--- src/rtl/pps_pkg.sv ---
`timescale 1ns / 1ps
`default_nettype none

package pps_pkg;

   localparam int MAX_TASKS_DEF = 16;
   localparam int TIME_BITS_DEF = 16;
   localparam int PRIO_BITS_DEF = 8;

   localparam logic OP_LOAD = 1'b0;
   localparam logic OP_TICK = 1'b1;

   typedef enum logic [2:0] {
      ST_IDLE,
      ST_LOAD,
      ST_SCAN,
      ST_DRAIN,
      ST_UPDATE
   } state_type;

   typedef struct packed {
      logic capture;
      logic scan_step;
      logic load_end;
      logic tick_end;
   } cmd_type;

   typedef struct packed {
      logic table_empty;
      logic scan_last;
   } stat_type;

endpackage

`default_nettype wire

--- src/rtl/preemptive_priority_scheduler.sv ---
// load item: accept -> load state (entry written) -> result strobe registered from it; busy until idle
// tick item: accept -> scan state, reading one entry per cycle from the task ram for each task
//   loaded, then the drain and update states, with the result strobe registered from update;
//   an empty table skips the scan and drain and goes straight to update
// the result is strobed for one cycle and cannot be stalled; a new item may start that cycle
// reset (synchronous): task count, done count and time go to zero; table contents stay
`timescale 1ns / 1ps
`default_nettype none

module preemptive_priority_scheduler #(
   parameter int MAX_TASKS = pps_pkg::MAX_TASKS_DEF,
   parameter int TIME_BITS = pps_pkg::TIME_BITS_DEF,
   parameter int PRIO_BITS = pps_pkg::PRIO_BITS_DEF,
   localparam int CNT_W = $clog2(MAX_TASKS + 1)
) (
   input  wire logic                 clock,
   input  wire logic                 reset,
   input  wire logic                 start,
   output logic                      busy,
   input  wire logic                 req_opcode,
   input  wire logic [TIME_BITS-1:0] req_arrival_time,
   input  wire logic [TIME_BITS-1:0] req_burst_length,
   input  wire logic [PRIO_BITS-1:0] req_task_priority,
   output logic                      rsp_strobe,
   output logic                      rsp_status,
   output logic [CNT_W-1:0]          rsp_running_id,
   output logic                      rsp_finished,
   output logic [TIME_BITS-1:0]      rsp_completion_time,
   output logic [TIME_BITS-1:0]      rsp_turnaround_time,
   output logic [TIME_BITS-1:0]      rsp_waiting_time,
   output logic                      rsp_all_done,
   output logic [TIME_BITS-1:0]      rsp_current_time
);

   pps_pkg::cmd_type  cmd;
   pps_pkg::stat_type stat;

   pps_ctrl u_ctrl (
      .clock      (clock),
      .reset      (reset),
      .start      (start),
      .req_opcode (req_opcode),
      .stat       (stat),
      .cmd        (cmd),
      .busy       (busy)
   );

   pps_dp #(
      .MAX_TASKS (MAX_TASKS),
      .TIME_BITS (TIME_BITS),
      .PRIO_BITS (PRIO_BITS)
   ) u_dp (
      .clock               (clock),
      .reset               (reset),
      .cmd                 (cmd),
      .stat                (stat),
      .req_arrival_time    (req_arrival_time),
      .req_burst_length    (req_burst_length),
      .req_task_priority   (req_task_priority),
      .rsp_strobe          (rsp_strobe),
      .rsp_status          (rsp_status),
      .rsp_running_id      (rsp_running_id),
      .rsp_finished        (rsp_finished),
      .rsp_completion_time (rsp_completion_time),
      .rsp_turnaround_time (rsp_turnaround_time),
      .rsp_waiting_time    (rsp_waiting_time),
      .rsp_all_done        (rsp_all_done),
      .rsp_current_time    (rsp_current_time)
   );

   a_accept_busy: assert property (@(posedge clock) disable iff (reset)
      start && !busy |=> busy)
      else $error("accepted item did not make the block busy");

   a_strobe_idle: assert property (@(posedge clock) disable iff (reset)
      rsp_strobe |-> !busy)
      else $error("result strobed while still busy");

   a_reject_clean: assert property (@(posedge clock) disable iff (reset)
      rsp_strobe && rsp_status |-> (rsp_running_id == '0) && !rsp_finished)
      else $error("rejected load reports a running task");

   a_finish_sane: assert property (@(posedge clock) disable iff (reset)
      rsp_strobe && rsp_finished |->
         (rsp_running_id != '0) && (rsp_waiting_time <= rsp_turnaround_time))
      else $error("completion without a task or waiting above turnaround");

endmodule

`default_nettype wire

--- src/rtl/pps_ram.sv ---
`timescale 1ns / 1ps
`default_nettype none

module pps_ram #(
   parameter int WIDTH = pps_pkg::TIME_BITS_DEF,
   parameter int DEPTH = pps_pkg::MAX_TASKS_DEF,
   localparam int AW = (DEPTH > 1) ? $clog2(DEPTH) : 1
) (
   input  wire logic             clock,
   input  wire logic             wr_en,
   input  wire logic [AW-1:0]    wr_addr,
   input  wire logic [WIDTH-1:0] wr_data,
   input  wire logic             rd_en,
   input  wire logic [AW-1:0]    rd_addr,
   output logic      [WIDTH-1:0] rd_data
);

   logic [WIDTH-1:0] mem_ff [DEPTH];
   logic [WIDTH-1:0] rd_data_ff;

   always_ff @(posedge clock) begin
      if (wr_en) begin
         mem_ff[wr_addr] <= wr_data;
      end
      if (rd_en) begin
         rd_data_ff <= mem_ff[rd_addr];
      end
   end

   assign rd_data = rd_data_ff;

endmodule

`default_nettype wire

--- src/rtl/pps_ctrl.sv ---
`timescale 1ns / 1ps
`default_nettype none

module pps_ctrl (
   input  wire logic              clock,
   input  wire logic              reset,
   input  wire logic              start,
   input  wire logic              req_opcode,
   input  wire pps_pkg::stat_type stat,
   output pps_pkg::cmd_type       cmd,
   output logic                   busy
);

   pps_pkg::state_type state_ff, state_in;

   always_comb begin
      state_in = state_ff;
      unique case (state_ff)
         pps_pkg::ST_IDLE: begin
            if (start) begin
               if (req_opcode == pps_pkg::OP_LOAD) begin
                  state_in = pps_pkg::ST_LOAD;
               end else if (stat.table_empty) begin
                  state_in = pps_pkg::ST_UPDATE;
               end else begin
                  state_in = pps_pkg::ST_SCAN;
               end
            end
         end
         pps_pkg::ST_LOAD:   state_in = pps_pkg::ST_IDLE;
         pps_pkg::ST_SCAN: begin
            if (stat.scan_last) begin
               state_in = pps_pkg::ST_DRAIN;
            end
         end
         pps_pkg::ST_DRAIN:  state_in = pps_pkg::ST_UPDATE;
         pps_pkg::ST_UPDATE: state_in = pps_pkg::ST_IDLE;
         default:            state_in = pps_pkg::ST_IDLE;
      endcase
   end

   always_comb begin
      cmd  = '0;
      busy = 1'b1;
      unique case (state_ff)
         pps_pkg::ST_IDLE: begin
            busy        = 1'b0;
            cmd.capture = start;
         end
         pps_pkg::ST_LOAD:   cmd.load_end  = 1'b1;
         pps_pkg::ST_SCAN:   cmd.scan_step = 1'b1;
         pps_pkg::ST_DRAIN:  cmd           = '0;
         pps_pkg::ST_UPDATE: cmd.tick_end  = 1'b1;
         default:            busy          = 1'b1;
      endcase
   end

   always_ff @(posedge clock) begin
      if (reset) begin
         state_ff <= pps_pkg::ST_IDLE;
      end else begin
         state_ff <= state_in;
      end
   end

endmodule

`default_nettype wire

--- src/rtl/pps_dp.sv ---
`timescale 1ns / 1ps
`default_nettype none

module pps_dp #(
   parameter int MAX_TASKS = pps_pkg::MAX_TASKS_DEF,
   parameter int TIME_BITS = pps_pkg::TIME_BITS_DEF,
   parameter int PRIO_BITS = pps_pkg::PRIO_BITS_DEF,
   localparam int CNT_W = $clog2(MAX_TASKS + 1)
) (
   input  wire logic                 clock,
   input  wire logic                 reset,
   input  wire pps_pkg::cmd_type     cmd,
   output pps_pkg::stat_type         stat,
   input  wire logic [TIME_BITS-1:0] req_arrival_time,
   input  wire logic [TIME_BITS-1:0] req_burst_length,
   input  wire logic [PRIO_BITS-1:0] req_task_priority,
   output logic                      rsp_strobe,
   output logic                      rsp_status,
   output logic [CNT_W-1:0]          rsp_running_id,
   output logic                      rsp_finished,
   output logic [TIME_BITS-1:0]      rsp_completion_time,
   output logic [TIME_BITS-1:0]      rsp_turnaround_time,
   output logic [TIME_BITS-1:0]      rsp_waiting_time,
   output logic                      rsp_all_done,
   output logic [TIME_BITS-1:0]      rsp_current_time
);

   localparam int IDX_W = (MAX_TASKS > 1) ? $clog2(MAX_TASKS) : 1;
   localparam int ENT_W = 2 * TIME_BITS + PRIO_BITS;
   localparam logic [TIME_BITS-1:0] TIME_MAX = '1;
   localparam logic [CNT_W-1:0] FULL_COUNT = CNT_W'(MAX_TASKS);

   // captured request
   logic [TIME_BITS-1:0] arr_ff, arr_in;
   logic [TIME_BITS-1:0] bur_ff, bur_in;
   logic [PRIO_BITS-1:0] pri_ff, pri_in;

   // scheduler state
   logic [CNT_W-1:0]     task_count_ff, task_count_in;
   logic [CNT_W-1:0]     done_count_ff, done_count_in;
   logic [TIME_BITS-1:0] time_ff, time_in;

   // scan and running best
   logic [IDX_W-1:0]     scan_idx_ff, scan_idx_in;
   logic                 cmp_valid_ff, cmp_valid_in;
   logic [IDX_W-1:0]     cmp_idx_ff, cmp_idx_in;
   logic                 found_ff, found_in;
   logic [IDX_W-1:0]     best_idx_ff, best_idx_in;
   logic [PRIO_BITS-1:0] best_pri_ff, best_pri_in;
   logic [TIME_BITS-1:0] best_arr_ff, best_arr_in;
   logic [TIME_BITS-1:0] best_bur_ff, best_bur_in;
   logic [TIME_BITS-1:0] best_rem_ff, best_rem_in;

   // result register
   logic                 strobe_ff, strobe_in;
   logic                 status_ff, status_in;
   logic [CNT_W-1:0]     run_id_ff, run_id_in;
   logic                 fin_ff, fin_in;
   logic [TIME_BITS-1:0] comp_ff, comp_in;
   logic [TIME_BITS-1:0] tat_ff, tat_in;
   logic [TIME_BITS-1:0] wt_ff, wt_in;
   logic                 all_done_ff, all_done_in;
   logic [TIME_BITS-1:0] cur_time_ff, cur_time_in;

   // memory ports
   logic                 a_we, b_we;
   logic [IDX_W-1:0]     a_waddr, b_waddr;
   logic [ENT_W-1:0]     a_wdata, a_rdata;
   logic [TIME_BITS-1:0] b_wdata, b_rdata;

   logic [TIME_BITS-1:0] ent_arr, ent_bur, ent_rem;
   logic [PRIO_BITS-1:0] ent_pri;
   logic                 ent_ready, ent_better, take;
   logic                 load_ok, fin;
   logic [TIME_BITS-1:0] rem_dec, comp, tat, wt;

   assign ent_arr = a_rdata[ENT_W-1 -: TIME_BITS];
   assign ent_bur = a_rdata[PRIO_BITS +: TIME_BITS];
   assign ent_pri = a_rdata[PRIO_BITS-1:0];
   assign ent_rem = b_rdata;

   // lower index wins ties by scan order
   assign ent_ready  = (ent_arr <= time_ff) && (ent_rem != '0);
   assign ent_better = !found_ff || (ent_pri < best_pri_ff)
                       || ((ent_pri == best_pri_ff) && (ent_arr < best_arr_ff));
   assign take       = cmp_valid_ff && ent_ready && ent_better;

   assign load_ok = (task_count_ff != FULL_COUNT) && (bur_ff != '0);
   assign rem_dec = best_rem_ff - TIME_BITS'(1);
   assign fin     = found_ff && (rem_dec == '0);
   assign comp    = (time_ff == TIME_MAX) ? TIME_MAX : time_ff + TIME_BITS'(1);
   assign tat     = comp - best_arr_ff;
   assign wt      = (tat >= best_bur_ff) ? tat - best_bur_ff : '0;

   assign stat.table_empty = (task_count_ff == '0);
   assign stat.scan_last   = (scan_idx_ff == IDX_W'(task_count_ff - CNT_W'(1)));

   assign a_we    = cmd.load_end && load_ok;
   assign a_waddr = task_count_ff[IDX_W-1:0];
   assign a_wdata = {arr_ff, bur_ff, pri_ff};
   assign b_we    = a_we || (cmd.tick_end && found_ff);
   assign b_waddr = cmd.tick_end ? best_idx_ff : a_waddr;
   assign b_wdata = cmd.tick_end ? rem_dec : bur_ff;

   pps_ram #(
      .WIDTH (ENT_W),
      .DEPTH (MAX_TASKS)
   ) u_entry_ram (
      .clock   (clock),
      .wr_en   (a_we),
      .wr_addr (a_waddr),
      .wr_data (a_wdata),
      .rd_en   (cmd.scan_step),
      .rd_addr (scan_idx_ff),
      .rd_data (a_rdata)
   );

   pps_ram #(
      .WIDTH (TIME_BITS),
      .DEPTH (MAX_TASKS)
   ) u_remain_ram (
      .clock   (clock),
      .wr_en   (b_we),
      .wr_addr (b_waddr),
      .wr_data (b_wdata),
      .rd_en   (cmd.scan_step),
      .rd_addr (scan_idx_ff),
      .rd_data (b_rdata)
   );

   always_comb begin
      arr_in = cmd.capture ? req_arrival_time  : arr_ff;
      bur_in = cmd.capture ? req_burst_length  : bur_ff;
      pri_in = cmd.capture ? req_task_priority : pri_ff;

      task_count_in = a_we ? task_count_ff + CNT_W'(1) : task_count_ff;
      done_count_in = (cmd.tick_end && fin) ? done_count_ff + CNT_W'(1) : done_count_ff;
      time_in       = cmd.tick_end ? comp : time_ff;

      priority if (cmd.capture) begin
         scan_idx_in = '0;
      end else if (cmd.scan_step) begin
         scan_idx_in = scan_idx_ff + IDX_W'(1);
      end else begin
         scan_idx_in = scan_idx_ff;
      end
      cmp_valid_in = cmd.scan_step;
      cmp_idx_in   = scan_idx_ff;

      found_in    = cmd.capture ? 1'b0 : (found_ff || take);
      best_idx_in = take ? cmp_idx_ff : best_idx_ff;
      best_pri_in = take ? ent_pri    : best_pri_ff;
      best_arr_in = take ? ent_arr    : best_arr_ff;
      best_bur_in = take ? ent_bur    : best_bur_ff;
      best_rem_in = take ? ent_rem    : best_rem_ff;

      strobe_in   = cmd.load_end || cmd.tick_end;
      status_in   = cmd.load_end && !load_ok;
      run_id_in   = (cmd.tick_end && found_ff) ? CNT_W'(best_idx_ff) + CNT_W'(1) : '0;
      fin_in      = cmd.tick_end && fin;
      comp_in     = fin_in ? comp : '0;
      tat_in      = fin_in ? tat  : '0;
      wt_in       = fin_in ? wt   : '0;
      all_done_in = (done_count_in == task_count_in);
      cur_time_in = time_in;
   end

   always_ff @(posedge clock) begin
      if (reset) begin
         task_count_ff <= '0;
         done_count_ff <= '0;
         time_ff       <= '0;
         scan_idx_ff   <= '0;
         cmp_valid_ff  <= 1'b0;
         found_ff      <= 1'b0;
         strobe_ff     <= 1'b0;
      end else begin
         task_count_ff <= task_count_in;
         done_count_ff <= done_count_in;
         time_ff       <= time_in;
         scan_idx_ff   <= scan_idx_in;
         cmp_valid_ff  <= cmp_valid_in;
         found_ff      <= found_in;
         strobe_ff     <= strobe_in;
      end
   end

   always_ff @(posedge clock) begin
      arr_ff      <= arr_in;
      bur_ff      <= bur_in;
      pri_ff      <= pri_in;
      cmp_idx_ff  <= cmp_idx_in;
      best_idx_ff <= best_idx_in;
      best_pri_ff <= best_pri_in;
      best_arr_ff <= best_arr_in;
      best_bur_ff <= best_bur_in;
      best_rem_ff <= best_rem_in;
      if (strobe_in) begin
         status_ff   <= status_in;
         run_id_ff   <= run_id_in;
         fin_ff      <= fin_in;
         comp_ff     <= comp_in;
         tat_ff      <= tat_in;
         wt_ff       <= wt_in;
         all_done_ff <= all_done_in;
         cur_time_ff <= cur_time_in;
      end
   end

   assign rsp_strobe          = strobe_ff;
   assign rsp_status          = status_ff;
   assign rsp_running_id      = run_id_ff;
   assign rsp_finished        = fin_ff;
   assign rsp_completion_time = comp_ff;
   assign rsp_turnaround_time = tat_ff;
   assign rsp_waiting_time    = wt_ff;
   assign rsp_all_done        = all_done_ff;
   assign rsp_current_time    = cur_time_ff;

endmodule

`default_nettype wire

--- config.mk ---
export PLATFORM = sky130hd
export DESIGN_NAME = preemptive_priority_scheduler
export DESIGN_NICKNAME = d
export VERILOG_FILES = /design/src/rtl/pps_pkg.sv /design/src/rtl/preemptive_priority_scheduler.sv /design/src/rtl/pps_ram.sv /design/src/rtl/pps_ctrl.sv /design/src/rtl/pps_dp.sv
export SDC_FILE = /design/constraint.sdc
export NUM_CORES = 1
export LEC_CHECK = 0
export BUFFER_PORTS_ARGS = -buffer_cell sky130_fd_sc_hd__buf_2
export CORE_MARGIN = 2
export CORE_UTILIZATION = 50
export CTS_CLUSTER_SIZE = 24
export DETAILED_ROUTE_END_ITERATION = 8
export GPL_TIMING_DRIVEN = 0
export PLACE_DENSITY = 0.7
export SETUP_SLACK_MARGIN = 0.02
export SLEW_MARGIN = 20
export SYNTH_ARGS = -nofsm -noshare
export SYNTH_HDL_FRONTEND = slang
export SYNTH_HIERARCHICAL = 1
export SYNTH_SLANG_ARGS = --single-unit
--- constraint.sdc ---
create_clock -name clock -period 7.8 [get_ports clock]
set_clock_uncertainty 0.05 [all_clocks]
set_input_delay 0.78 -clock clock [delete_from_list [all_inputs] [get_ports clock]]
set_output_delay 0.78 -clock clock [all_outputs]
set_load 0.01 [all_outputs]
==> results of run 1 <==
worst register-to-register path, cell delays in order, from the launching register on:
cell,delay (ns)
dfxtp_1,0.46
ha_1,0.27
nand4_1,0.27
nor3_1,0.47
nand3_1,0.34
and2_1,0.31
ha_1,0.22
fa_1,0.41
nor2b_1,0.11
o21ai_0,0.10
a21boi_0,0.36
o211ai_1,0.18
a21boi_0,0.38
nor2_1,0.10
xnor2_1,0.37
ha_1,0.38
or3_1,0.36
o21ai_0,0.11
a31oi_1,0.10
or3_1,0.39
a21oi_2,0.33
buf_2,0.30
nor3_1,0.09
sequential cells by signal, indices dropped and copies added, names as in the netlist, 8 cells and up:
name                       count
u_dp/arr_ff                   16
u_dp/best_arr_ff              16
u_dp/best_bur_ff              16
u_dp/best_pri_ff               8
u_dp/best_rem_ff              16
u_dp/bur_ff                   16
u_dp/pri_ff                    8
u_dp/rsp_completion_time      16
u_dp/rsp_current_time         16
u_dp/rsp_turnaround_time      16
u_dp/rsp_waiting_time         16
u_dp/time_ff                  16
u_dp/u_entry_ram/mem_ff      640
u_dp/u_entry_ram/rd_data      40
u_dp/u_remain_ram/mem_ff     256
u_dp/u_remain_ram/rd_data     16
kinds of logic (layout without fill, tap and decap cells):
| group | count (synthesis) | count (layout) | synth area share [%] |
|---|---|---|---|
| XOR/XNOR | 76 | 76 | 1.49 |
| buffers and inverters | 182 | 590 | 2.04 |
| AO/OA/AOI/OAI | 257 | 257 | 3.73 |
| AND/OR/NAND/NOR | 438 | 438 | 4.68 |
| multiplexers | 233 | 233 | 11.6 |
| adder cells (fa/ha/maj) | 81 | 81 | 2.21 |
| flip-flops | 1164 | 1164 | 74.2 |
synthesized netlist by cell type (9+ instances only):
master,n
nand2_1,100
nand2b_1,13
and3_1,9
nor3_1,46
ha_1,79
nor2b_1,31
a22oi_1,113
buf_12,11
clkbuf_1,53
dfxtp_1,40
nor4_1,16
nand3_1,21
nand4_1,20
and2_1,20
xor2_1,21
nor2_1,130
xnor2_1,53
edfxtp_1,1124
mux4_2,154
mux4_1,70
inv_1,80
buf_2,20
a21o_1,16
a21oi_1,59
o21ai_0,24
per-layer routing:
layer	wire length [um]	GRT usage (%)	up-vias
met5	141	0.961	-
li1	-	-	10500
met2	50800	36.0	1172
met1	43200	31.3	12500
met4	3290	7.59	4
met3	10400	5.88	216
through the flow:
stage	hold WS (ns)	total power, mW
global route	0.150	13.4
finish	0.180	13.0
detailed placement	0.340	7.56
floorplan	0.336	7.37
global placement	0.336	7.52
CTS	0.137	13.1
final cells by class:
cell class	count	area (um^2)
repair buffers	196	1740
flip-flops and latches	1164	34600
inverters	81	304
plain buffers	101	647
well taps	1243	1560
clock buffers	135	2920
clock inverters	77	945
fillers	6507	38000
multi-input cells	1085	11300
worst max path at each step:
stage,from,end,slack [ns]
after floorplan,u_ctrl/state_ff[1],u_dp/cmp_idx_in[3],2.18
after global placement,u_ctrl/state_ff[1],u_dp/cmp_idx_in[3],-0.98
after detailed placement,u_dp/time_ff[0],u_dp/rsp_waiting_time[7],1.28
after CTS,u_dp/time_ff[0],u_dp/rsp_waiting_time[7],1.24
after global routing,u_dp/time_ff[0],u_dp/rsp_waiting_time[7],0.74
final,u_dp/time_ff[0],u_dp/rsp_waiting_time[7],1.08
power by group:
group	switching, mW	total [mW]	internal (mW)
combinational	0.253	0.397	0.144
clock	2.33	5.59	3.26
sequential	0.0853	7.04	6.95
==> tab_implementation.tex, run 1 <==
\begin{tabular}{lr}
\hline
Metric & Value \\
\hline
\multicolumn{2}{l}{\textbf{Run status}} \\
Result of the run & finished, final reports clean \\
\multicolumn{2}{l}{\textbf{Clock network}} \\
Cell chosen for the clock root & clkbuf\_16 \\
CTS sink count & 1164 \\
CTS Buf Count & 113 \\
H-tree depth reported by CTS & 3 \\
Number of buffers inserted to repair setup after CTS & 0 \\
Maximum number of buffers from clock root to sink & 3 \\
CTS tree & done \\
Clock-pin slew on the worst setup and hold paths & 0.06 ns \\
Post-CTS resize count & 0 \\
Post-CTS Hold Fix Bufs & 0 \\
Insertion delay to the later sink of the worst-skew pair & between 0.7 and 0.8 ns \\
\multicolumn{2}{l}{\textbf{Setup path}} \\
Start-to-end type of the worst setup path & flop to flop \\
Number of buffer and inverter instances along the worst setup path & 1 \\
Max FO, Critical Path & 10 \\
Endpoint of the worst-slack reg-to-reg timing path & u\_dp/rsp\_waiting\_time[7] \\
Required @ worst endpoint & 8.18 ns \\
Worst reg2reg startpoint & u\_dp/time\_ff[0] \\
CP arrival & approximately 7.1 ns \\
Worst reg2reg path depth & 22 \\
Worst reg2reg setup slack & 1.08 ns \\
Highest-delay cell along the critical path & dfxtp\_1 \\
Critical-path cell list & ha\_1 -> nand4\_1 -> nor3\_1 -> nand3\_1 -> and2\_1 -> ha\_1 -> fa\_1 -> nor2b\_1 -> o21ai\_0 -> a21boi\_0 -> o211ai\_1 -> a21boi\_0 -> nor2\_1 -> xnor2\_1 -> ha\_1 -> or3\_1 -> o21ai\_0 -> a31oi\_1 -> or3\_1 -> a21oi\_2 -> buf\_2 -> nor3\_1 \\
Worst stage delay on the critical path & 0.46 ns \\
Critical path startpoint category & flop \\
Family with the most delay on the worst path & simple AND/OR/NAND/NOR gates \\
Depth of the critical timing path with buffers and inverters included & 22 \\
CP Capture Type & flop \\
Crit path top cell by count & ha\_1 \\
\multicolumn{2}{l}{\textbf{Detailed routing}} \\
Antenna Violating Nets Remaining & 0 \\
DRC violations left & 0 \\
Average via count per standard cell & 5.97 \\
Total detailed-routing wirelength & 108 mm \\
Total number of vias & 24.4k \\
Drt initial violations & 2825 \\
Average wire per standard cell & 26.4 um \\
TritonRoute pass-1 iters & 5 \\
\multicolumn{2}{l}{\textbf{STA}} \\
Final period utilization & 86.2\% \\
Remaining max-slew budget at the tightest pin & between 30\% and 40\% \\
Final setup violating endpoints & 0 \\
Actual slew at the worst max-slew pin & between 1 and 1.5 ns \\
Maximum frequency from static timing analysis & 149 MHz \\
Setup TNS & 0 ns \\
Unrepaired setup endpoints after global routing & no \\
Number of max-slew violations in the final report & 0 \\
Final setup margin & about 1.1 ns \\
Final Hold Violating Endpoints & 0 \\
Final critical-path required period & 6.72 ns \\
\multicolumn{2}{l}{\textbf{Die}} \\
Area of the core & slightly above 90000 um\^{}2 \\
Vertical die dimension & 309 um \\
Floorplan die area & roughly 96000 um\^{}2 \\
I/O Pins & $\sim$120 \\
Horizontal die dimension & between 300 and 400 um \\
Initial Utilization & 50.6\% \\
Site row count & 111 \\
\multicolumn{2}{l}{\textbf{Final layout}} \\
Commonest non-fill, non-tap cells in the layout & edfxtp\_1, mux4\_2, buf\_2, clkbuf\_16, a22oi\_1 \\
Leading cell type in the layout, fill and taps excluded & edfxtp\_1 \\
\# nets final & $\sim$2.9k \\
Synthesis-to-finish area growth & 15.9\% \\
Post-route cell area & 54000 um\^{}2 \\
Diodes inserted & 0 \\
Final core occ & 58.7\% \\
Number of standard cells in the final layout excluding fillers & 4082 \\
Fraction of final layout cells with drive strength greater than 1 & 22.2\% \\
\multicolumn{2}{l}{\textbf{Yosys}} \\
Register bit count reported by yosys & 1164 \\
Synth async-reset ratio & 0\% \\
Synthesized area per cell & $\sim$19 um\^{}2 \\
Count of different cell masters after synthesis & 69 \\
EDFF count, synth & 1124 \\
Yosys Warn Count & 6 \\
Predominant post-synthesis flop cell & edfxtp\_1 \\
Syn Nets & 2556 \\
Cell area after technology mapping & about 47000 um\^{}2 \\
Synthesized netlist cell count & 2431 \\
Portion of the post-synthesis area used by sequential elements & 74.2\% \\
Post-synthesis cell type with the largest combined area & edfxtp\_1 \\
Share of the synthesized area in the top cell type & 72.5\% \\
Top post-synthesis cells by area & edfxtp\_1, mux4\_2, mux4\_1 \\
\multicolumn{2}{l}{\textbf{Hold path}} \\
Hold WC Path Type & input port to flop \\
Hold Path Stages & 1 \\
HP Start & req\_task\_priority[6] \\
Endpoint, Worst Hold & u\_dp/pri\_ff[6] \\
\multicolumn{2}{l}{\textbf{Placement}} \\
Number of port buffers & 117 \\
Instance area at placement & 50100 um\^{}2 \\
GP Congestion & 0.872 \\
Placed wire-length estimate & 73.2 mm \\
Minimum setup slack after placement & 1.28 ns \\
Cell count after placement & 3870 \\
\multicolumn{2}{l}{\textbf{GRT}} \\
Wire length of the first global-routing pass & 159 mm \\
Tot GR Track Use & 22.9\% \\
Pin count of the biggest net entering global routing & 64 \\
Number of global-route vias before repair & 24.9k \\
Initial antenna violation count & 5 \\
Overflow left after global routing & 0 \\
\multicolumn{2}{l}{\textbf{Power and ir drop}} \\
Pwr per Cell Area & 241 nW/um\^{}2 \\
Lkg Pwr & 17.8 nW \\
Max VDD drop & 0.000212 V \\
\multicolumn{2}{l}{\textbf{Job}} \\
Max-capacitance violation count & 0 \\
\hline
\end{tabular}
(Power assumes the default switching activity.)
==> run 2, diff against run 1 <==
--- a/config.mk
+++ b/config.mk
@@ -5,7 +5,7 @@
 export SDC_FILE = /design/constraint.sdc
 export NUM_CORES = 1
 export LEC_CHECK = 0
-export BUFFER_PORTS_ARGS = -buffer_cell sky130_fd_sc_hd__buf_2
+export BUFFER_PORTS_ARGS = -buffer_cell sky130_fd_sc_hd__buf_4
 export CORE_MARGIN = 2
 export CORE_UTILIZATION = 50
 export CTS_CLUSTER_SIZE = 24
==> constraint.sdc (replaced) <==
create_clock -name clock -period 7.8 [get_ports clock]
set_clock_uncertainty 0.05 [all_clocks]
set_input_delay 1.56 -clock clock [delete_from_list [all_inputs] [get_ports clock]]
set_output_delay 1.56 -clock clock [all_outputs]
set_load 0.01 [all_outputs]
==> tab_implementation.tex, run 2 (same netlist as run 1, synthesis figures left out) <==
\begin{tabular}{lr}
\hline
Metric & Value \\
\hline
\multicolumn{2}{l}{\textbf{Die}} \\
I/O Pins & 118 \\
Area of the core & 91900 um\^{}2 \\
Initial Utilization & just over 50\% \\
Horizontal die dimension & around 300 um \\
Vertical die dimension & 309 um \\
Site row count & 111 \\
Floorplan die area & around 96000 um\^{}2 \\
\multicolumn{2}{l}{\textbf{Clock network}} \\
Insertion delay to the later sink of the worst-skew pair & approximately 0.70 ns \\
CTS tree & done \\
Post-CTS resize count & 0 \\
CTS sink count & 1164 \\
CTS Buf Count & 110 \\
Clock-pin slew on the worst setup and hold paths & 0.06 ns \\
Cell chosen for the clock root & clkbuf\_16 \\
Maximum number of buffers from clock root to sink & 3 \\
Number of buffers inserted to repair setup after CTS & 0 \\
Post-CTS Hold Fix Bufs & 0 \\
H-tree depth reported by CTS & 3 \\
\multicolumn{2}{l}{\textbf{GRT}} \\
Tot GR Track Use & a little under a quarter \\
GR Util met3 & around 4.5\% \\
Wire length of the first global-routing pass & 158 mm \\
Most Crowded Layer GR & met2 \\
Overflow left after global routing & 0 \\
Pin count of the biggest net entering global routing & 64 \\
Met1 routing resource usage after global routing & 32.3\% \\
GR Util met2 & 36.4\% \\
Initial antenna violation count & 2 \\
Number of global-route vias before repair & 24.4k \\
\multicolumn{2}{l}{\textbf{Setup path}} \\
Worst setup startpoint & u\_dp/time\_ff[0] \\
Worst reg2reg path depth & 22 \\
Endpoint of the worst-slack reg-to-reg timing path & u\_dp/rsp\_waiting\_time[7] \\
Number of buffer and inverter instances along the worst setup path & 1 \\
Critical-path cell list & ha\_1 -> nand4\_1 -> nor3\_1 -> nand3\_1 -> and2\_1 -> ha\_1 -> fa\_1 -> nor2b\_1 -> o21ai\_0 -> a21boi\_0 -> o211ai\_1 -> a21boi\_0 -> nor2\_1 -> xnor2\_1 -> ha\_1 -> or3\_1 -> o21ai\_0 -> a31oi\_1 -> or3\_1 -> a21oi\_2 -> buf\_2 -> nor3\_1 \\
Highest-delay cell along the critical path & nor3\_1 \\
CP arrival & 7.02 ns \\
Crit path top cell by count & ha\_1 \\
Required @ worst endpoint & 8.18 ns \\
Critical path startpoint category & flop \\
Depth of the critical timing path with buffers and inverters included & 22 \\
Max FO, Critical Path & 10 \\
Worst reg2reg startpoint & u\_dp/time\_ff[0] \\
Start-to-end type of the worst setup path & flop to flop \\
Family with the most delay on the worst path & simple AND/OR/NAND/NOR gates \\
Worst reg2reg setup slack & 1.16 ns \\
CP Capture Type & flop \\
Worst stage delay on the critical path & 0.49 ns \\
\multicolumn{2}{l}{\textbf{STA}} \\
Final Hold Violating Endpoints & 0 \\
Setup TNS & 0 ns \\
Maximum frequency from static timing analysis & 151 MHz \\
Actual slew at the worst max-slew pin & 0.986 ns \\
Final period utilization & 85.1\% \\
Unrepaired setup endpoints after global routing & no \\
Final setup margin & 1.16 ns \\
Final critical-path required period & 6.64 ns \\
Remaining max-slew budget at the tightest pin & 34.2\% \\
Number of max-slew violations in the final report & 0 \\
Final setup violating endpoints & 0 \\
\multicolumn{2}{l}{\textbf{Detailed routing}} \\
Total number of vias & about 25k \\
Drt initial violations & $\sim$2.9k \\
TritonRoute pass-1 iters & 7 \\
DRC violations left & 0 \\
Total detailed-routing wirelength & 107 mm \\
Average wire per standard cell & 26.4 um \\
Antenna Violating Nets Remaining & 0 \\
Average via count per standard cell & 6.01 \\
\multicolumn{2}{l}{\textbf{Power and ir drop}} \\
Pwr per Cell Area & around 240 nW/um\^{}2 \\
Final Power & 12.8 mW \\
Max VDD drop & 0.000191 V \\
Lkg Pwr & about 18 nW \\
\multicolumn{2}{l}{\textbf{Run status}} \\
Result of the run & finished, final reports clean \\
\multicolumn{2}{l}{\textbf{Final layout}} \\
Largest reg by FF count & u\_dp/u\_entry\_ram/mem\_ff \\
\# nets final & between 2k and 3k \\
Post-route cell area & $\sim$54000 um\^{}2 \\
Synthesis-to-finish area growth & 16.2\% \\
Number of standard cells in the final layout excluding fillers & 4075 \\
Fraction of final layout cells with drive strength greater than 1 & 21.8\% \\
Leading cell type in the layout, fill and taps excluded & edfxtp\_1 \\
Commonest non-fill, non-tap cells in the layout & edfxtp\_1, mux4\_2, buf\_4, a22oi\_1, clkbuf\_16 \\
Max FFs per register & 640 \\
\multicolumn{2}{l}{\textbf{Placement}} \\
Cell count after placement & 3869 \\
Placed wire-length estimate & 72.4 mm \\
GP Congestion & 0.877 \\
Instance area at placement & 50400 um\^{}2 \\
Number of port buffers & around 120 \\
Minimum setup slack after placement & roughly 1.3 ns \\
\multicolumn{2}{l}{\textbf{Hold path}} \\
Hold WC Path Type & flop to flop \\
HP Start & u\_dp/cmp\_idx\_ff[3] \\
Hold Path Stages & 0 \\
Endpoint, Worst Hold & u\_dp/best\_idx\_ff[3] \\
\multicolumn{2}{l}{\textbf{Job}} \\
Max-capacitance violation count & 0 \\
\hline
\end{tabular}
run 2: metal layers:
| layer | wire, um | up-vias |
|---|---|---|
| met5 | 0 | - |
| met3 | 9610 | 167 |
| met2 | 51500 | 1184 |
| li1 | - | 10500 |
| met4 | 2390 | 0 |
| met1 | 44000 | 12700 |
run 2: per-stage QoR:
step | utilization [%] | hold WS [ns]
final | 58.8 | 0.357
after CTS | 58.8 | 0.355
after detailed placement | 54.8 | 0.340
after floorplan | - | 0.336
after global routing | 58.8 | 0.359
after global placement | 53.3 | 0.337
run 2: how the worst max path moves through the flow:
stage,to
2_1_floorplan,u_dp/cmp_idx_in[3]
3_3_place_gp,u_dp/cmp_idx_in[3]
3_5_place_dp,u_dp/rsp_waiting_time[7]
4_1_cts,u_dp/rsp_waiting_time[7]
5_1_grt,u_dp/rsp_waiting_time[7]
6_report,u_dp/rsp_waiting_time[7]
run 2: final cells by class:
cell class,count,area (um^2)
timing repair buffer,195,2050
fill,6527,37900
tap,1243,1560
clock inverter,70,785
buffer,101,647
inverter,81,304
sequential,1164,34600
antenna,2,5.00
clock buffer,134,2900
multi-input combinational,1085,11300
run 2: report_power, final:
part | switching [mW] | internal (mW)
sequential | 0.0867 | 6.95
combinational | 0.253 | 0.159
clock | 2.27 | 3.11
